$ cat src/hw/rtl/s5u_pkg.sv
// ----------------------------------------------------------------------------
// s5u_pkg: shared types and codes for the SOCKS5 UDP header parser
// Parse phases, result kinds, address kinds, error codes and the record that
// the front part hands to the back part through the queue.
// ----------------------------------------------------------------------------
`default_nettype none

package s5u_pkg;

  // Parse phase of the front part, one-hot.
  typedef enum logic [6:0] {
    PH_HEADER  = 7'b0000001,
    PH_ADDR    = 7'b0000010,
    PH_DLEN    = 7'b0000100,
    PH_DOMAIN  = 7'b0001000,
    PH_PORT    = 7'b0010000,
    PH_PAYLOAD = 7'b0100000,
    PH_SKIP    = 7'b1000000
  } phase_t;

  // Result item kinds.
  localparam logic [1:0] KIND_ADDR    = 2'd0;
  localparam logic [1:0] KIND_DOMAIN  = 2'd1;
  localparam logic [1:0] KIND_PAYLOAD = 2'd2;
  localparam logic [1:0] KIND_STATUS  = 2'd3;

  // Address kinds.
  localparam logic [1:0] AK_IPV4   = 2'd0;
  localparam logic [1:0] AK_DOMAIN = 2'd1;
  localparam logic [1:0] AK_IPV6   = 2'd2;

  // Address type codes on the wire.
  localparam logic [7:0] ATYP_IPV4   = 8'h01;
  localparam logic [7:0] ATYP_DOMAIN = 8'h03;
  localparam logic [7:0] ATYP_IPV6   = 8'h04;

  // Last offset of an address field.
  localparam logic [7:0] IPV4_LAST = 8'd3;
  localparam logic [7:0] IPV6_LAST = 8'd15;

  // Error codes.
  localparam logic [2:0] ERR_OK       = 3'd0;
  localparam logic [2:0] ERR_SHORT    = 3'd1;
  localparam logic [2:0] ERR_RESERVED = 3'd2;
  localparam logic [2:0] ERR_FRAGMENT = 3'd3;
  localparam logic [2:0] ERR_TYPE     = 3'd4;
  localparam logic [2:0] ERR_EMPTY    = 3'd5;
  localparam logic [2:0] ERR_NUL      = 3'd6;

  // Check flag bit positions.
  localparam int FL_RESERVED = 0;
  localparam int FL_FRAGMENT = 1;
  localparam int FL_TYPE     = 2;
  localparam int FL_EMPTY    = 3;
  localparam int FL_NUL      = 4;

  // Queue depth and its pointer width.
  localparam int QDEPTH = 4;
  localparam int QPTR_W = $clog2(QDEPTH);

  // Work record for one accepted byte: an optional tag and an optional status.
  typedef struct packed {
    logic        tag_valid;
    logic [1:0]  tag_kind;
    logic [7:0]  value;
    logic [7:0]  offset;
    logic [1:0]  address_kind;
    logic        stat_valid;
    logic [15:0] port;
    logic [2:0]  error_code;
  } op_t;

endpackage

`default_nettype wire

$ cat src/hw/rtl/s5u_in_if.sv
// ----------------------------------------------------------------------------
// s5u_in_if: byte stream channel
// Carries one datagram byte and its end-of-packet mark per transaction.
// ----------------------------------------------------------------------------
`default_nettype none

interface s5u_in_if;
  logic       valid;
  logic       ready;
  logic [7:0] data_byte;
  logic       last_byte;

  modport source (output valid, output data_byte, output last_byte, input ready);
  modport sink   (input valid, input data_byte, input last_byte, output ready);
endinterface

`default_nettype wire

$ cat src/hw/rtl/s5u_out_if.sv
// ----------------------------------------------------------------------------
// s5u_out_if: result item channel
// Carries one tag or status item per transaction.
// ----------------------------------------------------------------------------
`default_nettype none

interface s5u_out_if;
  logic        valid;
  logic        ready;
  logic [1:0]  kind;
  logic [7:0]  value;
  logic [7:0]  offset;
  logic [1:0]  address_kind;
  logic [15:0] port;
  logic [2:0]  error_code;
  logic        end_mark;

  modport source (output valid, output kind, output value, output offset,
                  output address_kind, output port, output error_code,
                  output end_mark, input ready);
  modport sink   (input valid, input kind, input value, input offset,
                  input address_kind, input port, input error_code,
                  input end_mark, output ready);
endinterface

`default_nettype wire

$ cat src/hw/rtl/s5u_front.sv
// ----------------------------------------------------------------------------
// s5u_front: byte classifier
// Tracks the header parse phase and turns each accepted byte into a work
// record holding at most one tag and one status, pushed only when it holds either.
// ----------------------------------------------------------------------------
`default_nettype none

module s5u_front import s5u_pkg::*; (
  input  wire logic clk,
  input  wire logic rst,
  s5u_in_if.sink    byte_in,
  input  wire logic full,
  output logic      push,
  output op_t       push_op
);

  phase_t      phase, phase_next;
  logic [1:0]  hdr_pos, hdr_pos_next;
  logic [1:0]  akind, akind_next;
  logic [7:0]  dlen, dlen_next;
  logic [7:0]  foff, foff_next;
  logic [15:0] port_val, port_val_next;
  logic [4:0]  flags, flags_next;
  logic [7:0]  b;
  logic        accept;
  logic [2:0]  err;

  assign byte_in.ready = !full;
  assign accept        = byte_in.valid && byte_in.ready;
  assign b             = byte_in.data_byte;

  always_comb begin
    phase_next    = phase;
    akind_next    = akind;
    dlen_next     = dlen;
    foff_next     = foff;
    port_val_next = port_val;
    flags_next    = flags;
    hdr_pos_next  = (hdr_pos == 2'd3) ? hdr_pos : 2'(hdr_pos + 2'd1);
    push_op              = '0;
    push_op.value        = b;

    unique case (phase)
      PH_HEADER: begin
        if (hdr_pos < 2'd2) begin
          if (b != 8'd0) flags_next[FL_RESERVED] = 1'b1;
        end else if (hdr_pos == 2'd2) begin
          if (b != 8'd0) flags_next[FL_FRAGMENT] = 1'b1;
        end else begin
          if (b == ATYP_IPV4) begin
            akind_next = AK_IPV4;
            phase_next = PH_ADDR;
          end else if (b == ATYP_DOMAIN) begin
            akind_next = AK_DOMAIN;
            phase_next = PH_DLEN;
          end else if (b == ATYP_IPV6) begin
            akind_next = AK_IPV6;
            phase_next = PH_ADDR;
          end else begin
            flags_next[FL_TYPE] = 1'b1;
          end
          if (flags_next[FL_TYPE:FL_RESERVED] != 3'd0) phase_next = PH_SKIP;
          foff_next = 8'd0;
        end
      end
      PH_ADDR: begin
        push_op.tag_valid = 1'b1;
        push_op.tag_kind  = KIND_ADDR;
        push_op.offset    = foff;
        if (foff >= ((akind == AK_IPV6) ? IPV6_LAST : IPV4_LAST)) begin
          foff_next  = 8'd0;
          phase_next = PH_PORT;
        end else begin
          foff_next = 8'(foff + 8'd1);
        end
      end
      PH_DLEN: begin
        push_op.tag_valid = 1'b1;
        push_op.tag_kind  = KIND_DOMAIN;
        dlen_next         = b;
        if (b == 8'd0) begin
          flags_next[FL_EMPTY] = 1'b1;
          phase_next           = PH_SKIP;
        end else begin
          foff_next  = 8'd1;
          phase_next = PH_DOMAIN;
        end
      end
      PH_DOMAIN: begin
        push_op.tag_valid = 1'b1;
        push_op.tag_kind  = KIND_DOMAIN;
        push_op.offset    = foff;
        if (b == 8'd0) flags_next[FL_NUL] = 1'b1;
        if (foff >= dlen) begin
          foff_next  = 8'd0;
          phase_next = PH_PORT;
        end else begin
          foff_next = 8'(foff + 8'd1);
        end
      end
      PH_PORT: begin
        if (foff == 8'd0) begin
          port_val_next = {b, 8'd0};
          foff_next     = 8'd1;
        end else begin
          port_val_next = {port_val[15:8], b};
          foff_next     = 8'd0;
          phase_next    = PH_PAYLOAD;
        end
      end
      PH_PAYLOAD: begin
        push_op.tag_valid = 1'b1;
        push_op.tag_kind  = KIND_PAYLOAD;
      end
      PH_SKIP: begin
      end
      default: begin
      end
    endcase

    // Status uses the state as it stands after this byte.
    priority if (phase_next == PH_HEADER) err = ERR_SHORT;
    else if (flags_next[FL_RESERVED])     err = ERR_RESERVED;
    else if (flags_next[FL_FRAGMENT])     err = ERR_FRAGMENT;
    else if (flags_next[FL_TYPE])         err = ERR_TYPE;
    else if (flags_next[FL_EMPTY])        err = ERR_EMPTY;
    else if (phase_next != PH_PAYLOAD)    err = ERR_SHORT;
    else if (flags_next[FL_NUL])          err = ERR_NUL;
    else                                  err = ERR_OK;

    push_op.address_kind = akind_next;
    push_op.stat_valid   = byte_in.last_byte;
    push_op.error_code   = err;
    push_op.port         = (phase_next == PH_PAYLOAD && (err == ERR_OK || err == ERR_NUL))
                           ? port_val_next : 16'd0;
  end

  assign push = accept && (push_op.tag_valid || push_op.stat_valid);

  always_ff @(posedge clk) begin
    if (rst || (accept && byte_in.last_byte)) begin
      phase    <= PH_HEADER;
      hdr_pos  <= 2'd0;
      akind    <= AK_IPV4;
      dlen     <= 8'd0;
      foff     <= 8'd0;
      port_val <= 16'd0;
      flags    <= 5'd0;
    end else if (accept) begin
      phase    <= phase_next;
      hdr_pos  <= hdr_pos_next;
      akind    <= akind_next;
      dlen     <= dlen_next;
      foff     <= foff_next;
      port_val <= port_val_next;
      flags    <= flags_next;
    end
  end

endmodule

`default_nettype wire

$ cat src/hw/rtl/s5u_queue.sv
// ----------------------------------------------------------------------------
// s5u_queue: work record queue
// A small first-in first-out buffer that decouples classification from
// item delivery.
// ----------------------------------------------------------------------------
`default_nettype none

module s5u_queue import s5u_pkg::*; (
  input  wire logic clk,
  input  wire logic rst,
  input  wire logic push,
  input  wire op_t  push_op,
  output logic      full,
  input  wire logic pop,
  output op_t       head_op,
  output logic      empty
);

  op_t                 entries [QDEPTH];
  logic [QPTR_W-1:0]   wr_ptr;
  logic [QPTR_W-1:0]   rd_ptr;
  logic [QPTR_W:0]     count;

  assign full    = (count == (QPTR_W+1)'(QDEPTH));
  assign empty   = (count == '0);
  assign head_op = entries[rd_ptr];

  always_ff @(posedge clk) begin
    if (push) entries[wr_ptr] <= push_op;
  end

  always_ff @(posedge clk) begin
    if (rst) begin
      wr_ptr <= '0;
      rd_ptr <= '0;
      count  <= '0;
    end else begin
      if (push) wr_ptr <= QPTR_W'(wr_ptr + 1'b1);
      if (pop)  rd_ptr <= QPTR_W'(rd_ptr + 1'b1);
      if (push && !pop)      count <= (QPTR_W+1)'(count + 1'b1);
      else if (pop && !push) count <= (QPTR_W+1)'(count - 1'b1);
    end
  end

endmodule

`default_nettype wire

$ cat src/hw/rtl/s5u_back.sv
// ----------------------------------------------------------------------------
// s5u_back: item emitter
// Delivers the tag and then the status of the work record at the queue head.
// ----------------------------------------------------------------------------
`default_nettype none

module s5u_back import s5u_pkg::*; (
  input  wire logic  clk,
  input  wire logic  rst,
  input  wire op_t   head_op,
  input  wire logic  empty,
  output logic       pop,
  s5u_out_if.source  item_out
);

  logic tag_done;
  logic emit_tag;
  logic taken;

  assign emit_tag = head_op.tag_valid && !tag_done;
  assign taken    = item_out.valid && item_out.ready;
  assign pop      = taken && !(emit_tag && head_op.stat_valid);

  assign item_out.valid        = !empty;
  assign item_out.kind         = emit_tag ? head_op.tag_kind : KIND_STATUS;
  assign item_out.value        = emit_tag ? head_op.value : 8'd0;
  assign item_out.offset       = emit_tag ? head_op.offset : 8'd0;
  assign item_out.address_kind = head_op.address_kind;
  assign item_out.port         = emit_tag ? 16'd0 : head_op.port;
  assign item_out.error_code   = emit_tag ? ERR_OK : head_op.error_code;
  assign item_out.end_mark     = !emit_tag;

  always_ff @(posedge clk) begin
    if (rst || pop) begin
      tag_done <= 1'b0;
    end else if (taken && emit_tag) begin
      tag_done <= 1'b1;
    end
  end

endmodule

`default_nettype wire

$ cat src/hw/rtl/socks5_udp_header_parser.sv
// ----------------------------------------------------------------------------
// socks5_udp_header_parser: streaming SOCKS5 UDP request header parser
// Checks the header, tags address, domain and payload bytes, and closes each
// datagram with a status item.
// ----------------------------------------------------------------------------
// Usage: datagram bytes enter on byte_in, one byte per transaction, with
// last_byte set on the final byte. Result items leave on item_out. Every
// address, domain-length, domain and payload byte yields one tag item; the
// header and port bytes yield none. The final byte additionally yields a
// status item carrying the error code and, when the port was reached, the
// big-endian destination port. Tags are tentative until that status.
// A tag or status is registered in the queue and reaches item_out from its
// head. Throughput: one byte per cycle while the queue is not full; a final
// byte that also carries a tag yields two output items, which the four-entry
// queue absorbs. When item_out stalls, the queue fills and byte_in.ready
// drops only once four work records wait. A synchronous reset empties the
// queue and returns the parser to the start of a datagram; the next byte is
// treated as the first reserved byte.
// ----------------------------------------------------------------------------
`default_nettype none

module socks5_udp_header_parser import s5u_pkg::*; (
  input wire logic  clk,
  input wire logic  rst,
  s5u_in_if.sink    byte_in,
  s5u_out_if.source item_out
);

  // Front to queue.
  logic push;
  op_t  push_op;
  logic full;

  // Queue to back.
  logic pop;
  op_t  head_op;
  logic empty;

  // The front classifies each accepted byte against the parse phase.
  s5u_front u_front (
    .clk     (clk),
    .rst     (rst),
    .byte_in (byte_in),
    .full    (full),
    .push    (push),
    .push_op (push_op)
  );

  // The queue lets the front keep taking bytes while the receiver stalls.
  s5u_queue u_queue (
    .clk     (clk),
    .rst     (rst),
    .push    (push),
    .push_op (push_op),
    .full    (full),
    .pop     (pop),
    .head_op (head_op),
    .empty   (empty)
  );

  // The back splits each record into its tag and status transactions.
  s5u_back u_back (
    .clk      (clk),
    .rst      (rst),
    .head_op  (head_op),
    .empty    (empty),
    .pop      (pop),
    .item_out (item_out)
  );

endmodule

`default_nettype wire
$ cat src/flat_wrapper.sv
// flat-port wrapper written by rule: the top's interface ports become plain ports
module socks5_udp_header_parser_flat import s5u_pkg::*;
  (clk, rst, byte_in_valid, byte_in_data_byte, byte_in_last_byte, byte_in_ready, item_out_valid, item_out_kind, item_out_value, item_out_offset, item_out_address_kind, item_out_port, item_out_error_code, item_out_end_mark, item_out_ready);
  s5u_in_if byte_in_i ();
  s5u_out_if item_out_i ();
  input wire logic clk;
  input wire logic rst;
  input wire logic [$bits(byte_in_i.valid)-1:0] byte_in_valid;
  input wire logic [$bits(byte_in_i.data_byte)-1:0] byte_in_data_byte;
  input wire logic [$bits(byte_in_i.last_byte)-1:0] byte_in_last_byte;
  output wire logic [$bits(byte_in_i.ready)-1:0] byte_in_ready;
  output wire logic [$bits(item_out_i.valid)-1:0] item_out_valid;
  output wire logic [$bits(item_out_i.kind)-1:0] item_out_kind;
  output wire logic [$bits(item_out_i.value)-1:0] item_out_value;
  output wire logic [$bits(item_out_i.offset)-1:0] item_out_offset;
  output wire logic [$bits(item_out_i.address_kind)-1:0] item_out_address_kind;
  output wire logic [$bits(item_out_i.port)-1:0] item_out_port;
  output wire logic [$bits(item_out_i.error_code)-1:0] item_out_error_code;
  output wire logic [$bits(item_out_i.end_mark)-1:0] item_out_end_mark;
  input wire logic [$bits(item_out_i.ready)-1:0] item_out_ready;
  assign byte_in_i.valid = byte_in_valid;
  assign byte_in_i.data_byte = byte_in_data_byte;
  assign byte_in_i.last_byte = byte_in_last_byte;
  assign byte_in_ready = byte_in_i.ready;
  assign item_out_valid = item_out_i.valid;
  assign item_out_kind = item_out_i.kind;
  assign item_out_value = item_out_i.value;
  assign item_out_offset = item_out_i.offset;
  assign item_out_address_kind = item_out_i.address_kind;
  assign item_out_port = item_out_i.port;
  assign item_out_error_code = item_out_i.error_code;
  assign item_out_end_mark = item_out_i.end_mark;
  assign item_out_i.ready = item_out_ready;
  socks5_udp_header_parser u_core (.clk(clk), .rst(rst), .byte_in(byte_in_i), .item_out(item_out_i));
endmodule
$ cat config.mk
export PLATFORM = sky130hd
export DESIGN_NAME = socks5_udp_header_parser_flat
export DESIGN_NICKNAME = d
export VERILOG_FILES = /design/src/hw/rtl/s5u_pkg.sv /design/src/hw/rtl/s5u_in_if.sv /design/src/hw/rtl/s5u_out_if.sv /design/src/hw/rtl/s5u_front.sv /design/src/hw/rtl/s5u_queue.sv /design/src/hw/rtl/s5u_back.sv /design/src/hw/rtl/socks5_udp_header_parser.sv /design/src/flat_wrapper.sv
export SDC_FILE = /design/constraint.sdc
export NUM_CORES = 1
export LEC_CHECK = 0
export BUFFER_PORTS_ARGS = -buffer_cell sky130_fd_sc_hd__clkbuf_2
export CAP_MARGIN = 20
export CORE_MARGIN = 5
export CORE_UTILIZATION = 55
export DETAILED_ROUTE_END_ITERATION = 8
export PLACE_DENSITY = 0.77
export SYNTH_ARGS = -nofsm -noshare
export SYNTH_HDL_FRONTEND = slang
export SYNTH_SLANG_ARGS = --single-unit
$ cat constraint.sdc
create_clock -name clk -period 3 [get_ports clk]
set_input_delay 0 -clock clk [delete_from_list [all_inputs] [get_ports clk]]
set_output_delay 0 -clock clk [all_outputs]
set_load 0.05 [all_outputs]
==> impl_summary.log <==
INFO  metric worst_hold_path_type = input pin to register
INFO  metric rsz0062_at_grt = no
INFO  metric die-width = ~140 um
INFO  metric grt_first_pass_wirelength = between 30 and 40 mm
INFO  metric postCtsSetupBuffers = 0
INFO  metric final-instance-count-excl-fill = 1019
INFO  metric route.final.wire_length = 20.8 mm
INFO  metric postSynth.asyncResetShare = 0
INFO  metric finish.net_count = between 800 and 900
INFO  metric seq_area_frac_synth = 0.631
INFO  metric tritoncts.num_buffers = 23
INFO  metric pwr_density_cell = 756 nW/um2
INFO  metric fp.dieH = 142 um
INFO  metric critical-path-top-delay-family = compound AO/OA/AOI/OAI gates
INFO  metric fin_crit_period = 2790 ps
INFO  metric core.rowCount = 48
INFO  metric final_setup_violation_count = 0
INFO  metric synth_edf_count = between 150 and 200
INFO  metric clkSinkCount = 222
INFO  metric io_pins = 55
INFO  metric clk_transition_reported_paths = 70 ps
INFO  metric post_synth_inst_count = 701
INFO  metric critical_path.reg2reg.endpoint = u_core.u_front.foff[6]
INFO  metric synth.ff_latch_count = 222
INFO  metric grt_antenna_before_repair = 0
INFO  metric rrSetupSlack = 210 ps
INFO  metric vias = 6150
INFO  metric cts_h_tree_lvls = 1
INFO  metric grt_usage = 0.209
INFO  metric finalHoldViolCount = 0
INFO  metric final_util = 0.647
INFO  metric dieArea = 20300 um2
INFO  metric synthFlopType = sky130_fd_sc_hd__edfxtp_1
INFO  metric crit_chain = ha_1 > nor2b_1 > o211a_1 > o311ai_0 > a32o_1 > nand3_1 > o31ai_1
INFO  metric timing_max_transition_violations_final = 0
INFO  metric floorplan.core_area = 17200 um2
INFO  metric timing.critical_path.fanout_max = 6
INFO  metric max_cap_viol_count = 0
INFO  metric layout_overhead_on_the_synthesized_area = 15.6%
INFO  metric run_status = finished, final reports clean
INFO  metric detailedRoute.firstIterationViolations = 564
INFO  metric max_slew_margin = 0.478
INFO  metric final.fill_count = 1219
INFO  metric clock_tree.root_cell = sky130_fd_sc_hd__clkbuf_16
INFO  metric most_common_library_cell_in_the_layout_ignoring_fill_and_taps = sky130_fd_sc_hd__edfxtp_1
INFO  metric grt_start_max_net_pins = 42
INFO  metric drt_pre_antenna_iters = 5
INFO  metric cts_tree = built
INFO  metric route.antenna.remaining_nets = 0
INFO  metric design_power_total = 8.43 mW
INFO  metric synth.avg_cell_area = around 14 um2
INFO  metric yosys.cell_types.count = between 60 and 70
INFO  metric overflow = 0
INFO  metric wire_per_inst = 20.4 um
INFO  metric timing.fmax = 359 MHz
INFO  metric port-buffer-count = 54
INFO  metric critical_path_source_type = register
INFO  metric placed_cells = a little under 1000
INFO  metric timing.critical_path.slowest_stage_cell = sky130_fd_sc_hd__o311ai_0
INFO  metric vdd_drop_max = approximately 0.62 mV
INFO  metric whs_path_depth = 5
INFO  metric most-common-layout-cells = 164 x sky130_fd_sc_hd__edfxtp_1, 55 x sky130_fd_sc_hd__dfxtp_1, 54 x sky130_fd_sc_hd__clkbuf_2, 48 x sky130_fd_sc_hd__nand2_1, 43 x sky130_fd_sc_hd__nor2_1
INFO  metric finalClockSkew = 12.9 ps
INFO  metric diodes = 0
INFO  metric start_util = 0.560
INFO  metric netlist.area_leader.share = 0.510
INFO  metric timing.critical_path.arrival = between 3000 and 4000 ps
INFO  metric final.setup.tns = 0 ps
INFO  metric critical_path_end_type = register
INFO  metric cp_num_buf_inv = 0
INFO  metric launch_point_of_the_worst_reg_to_reg_path = u_core.u_front.foff[1]
INFO  metric max_stage_delay = between 600 and 700 ps
INFO  metric vias_per_cell = approximately 6.0
INFO  metric min_from = byte_in_valid
INFO  metric clkLatencyLatePin = 500 ps
INFO  metric worst_ep_required_time = ~3400 ps
INFO  metric synthesis.yosys.warnings = 0
INFO  metric drt_drc_violations_left = 0
INFO  metric critPathKind = register to register
INFO  metric cp_num_cells = 7
INFO  metric first_global_vias = 6375
INFO  metric synth.top_cells.by_area = sky130_fd_sc_hd__edfxtp_1 51%, sky130_fd_sc_hd__dfxtp_1 12%, sky130_fd_sc_hd__mux4_2 9.6%
INFO  metric mappedNetlistArea = 9650 um2
INFO  metric postSynthNetCount = about 730
INFO  metric crit_share_post_route = 0.929
INFO  metric cts_buffer_depth = 3
INFO  metric dp.final_hpwl = 13.3 mm
INFO  metric worstRegToRegCells = 7
INFO  metric weighted_congestion_reported_at_the_end_of_routability_driven_placement = 0.879
INFO  metric min_delay_worst_endpoint = u_core.u_front.dlen[0]
INFO  metric max_slew.worst_pin.slew = 773 ps
INFO  metric post_route_cells_drive_above_1_share = 0.223
INFO  metric yosys.area.top_type = sky130_fd_sc_hd__edfxtp_1
INFO  metric p_leak = around 3.9 nW
how the worst max path moves through the flow:
stage                                  from                      endpoint  slack, ps
floorplan           u_core.u_front.phase[3]       u_core.u_queue.count[2]         80
global placement    u_core.u_front.phase[0]  u_core.u_queue.entries[2][2]        240
detailed placement  u_core.u_front.phase[1]       u_core.u_queue.count[2]        160
CTS                 u_core.u_front.phase[1]       u_core.u_queue.count[2]        160
global route        u_core.u_front.phase[0]  u_core.u_queue.entries[2][2]          7
finish               u_core.u_front.foff[1]        u_core.u_front.foff[6]        210
worst min-delay path: cells and delay by family:
family | cells | cell delay [ps]
simple gates | 2 | 260
compound gates | 1 | 60
buf+inv | 2 | 300
kinds of logic (layout without fill, tap and decap cells):
family / Yosys count / after routing / share of synthesized area
buffers and inverters: 62 / 155 / 0.0257
AND/OR/NAND/NOR: 232 / 232 / 0.127
flip-flops: 222 / 222 / 0.631
adder cells (fa/ha/maj): 20 / 20 / 0.0267
XOR/XNOR: 8 / 8 / 0.00726
multiplexers: 59 / 59 / 0.114
AO/OA/AOI/OAI: 98 / 98 / 0.0688
final cells by class:
cell class | count | area [um2] | area share
sequential | 222 | 6090 | 0.546
tap | 225 | 282 | 0.0252
clock inverter | 10 | 111 | 0.00998
clock buffer | 30 | 612 | 0.0548
multi-input combinational | 417 | 3330 | 0.298
inverter | 19 | 71.3 | 0.00639
timing repair buffer | 96 | 663 | 0.0594
synth_stat cells, types with 5 or more instances:
cell type                  number
sky130_fd_sc_hd__edfxtp_1     164
sky130_fd_sc_hd__dfxtp_1       58
sky130_fd_sc_hd__nand2_1       48
sky130_fd_sc_hd__nor2_1        43
sky130_fd_sc_hd__mux4_2        41
sky130_fd_sc_hd__a21oi_1       33
sky130_fd_sc_hd__and2_1        32
sky130_fd_sc_hd__clkbuf_1      31
sky130_fd_sc_hd__nor2b_1       26
sky130_fd_sc_hd__ha_1          19
sky130_fd_sc_hd__inv_1         19
sky130_fd_sc_hd__mux2i_1       18
sky130_fd_sc_hd__nand3_1       14
sky130_fd_sc_hd__nor3_1        14
sky130_fd_sc_hd__nand2b_1      12
sky130_fd_sc_hd__o21ai_0       12
sky130_fd_sc_hd__a22oi_1        9
sky130_fd_sc_hd__nor4_1         7
sky130_fd_sc_hd__or3_1          7
sky130_fd_sc_hd__and3_1         6
sky130_fd_sc_hd__buf_2          6
sky130_fd_sc_hd__buf_1          5
sky130_fd_sc_hd__o31ai_1        5
sky130_fd_sc_hd__or2_2          5
sky130_fd_sc_hd__xor2_1         5
state kept, by name, summed over array words and instances, names as in the netlist, named ones only:
signal	cells
u_core.u_queue.entries	164
u_core.u_front.port_val	16
u_core.u_front.dlen	8
u_core.u_front.foff	8
u_core.u_front.phase	7
u_core.u_front.flags	5
u_core.u_queue.count	3
u_core.u_front.akind	2
u_core.u_front.hdr_pos	2
u_core.u_queue.rd_ptr	2
u_core.u_queue.wr_ptr	2
u_core.u_back.tag_done	1
metrics by stage:
step                      setup slack [ps]  cell area [um2]  hold slack (ps)
after global routing                  7.04            11200              229
after CTS                              160            11200              168
after detailed placement               164            10300              318
after floorplan                       75.5             9660             98.9
after global placement                 244            10300              301
final                                  212            11200              173
power by group:
| part | leakage (nW) | internal [mW] | switching, mW | total (mW) |
|---|---|---|---|---|
| clock network | 0.352 | 1.61 | 1.11 | 2.72 |
| registers | 1.98 | 3.42 | 0.0710 | 3.49 |
| logic | 1.52 | 0.740 | 1.48 | 2.22 |
| total | 3.85 | 5.77 | 2.66 | 8.43 |
what timing repair did:
action / CTS / global route
gates resized for setup: 0 / 2
hold endpoints to repair: 60 / 0
hold buffers: 11 / 0
setup endpoints to repair: 0 / 17
routing by layer:
layer,up-vias,part of all wire,GRT usage
met3,49,0.059,0.0265
met2,254,0.51,0.363
li1,2789,-,-
met4,0,0.035,0.0805
met5,-,0,0
met1,3058,0.40,0.269
Note: power is estimated with default switching activity, not from simulation.
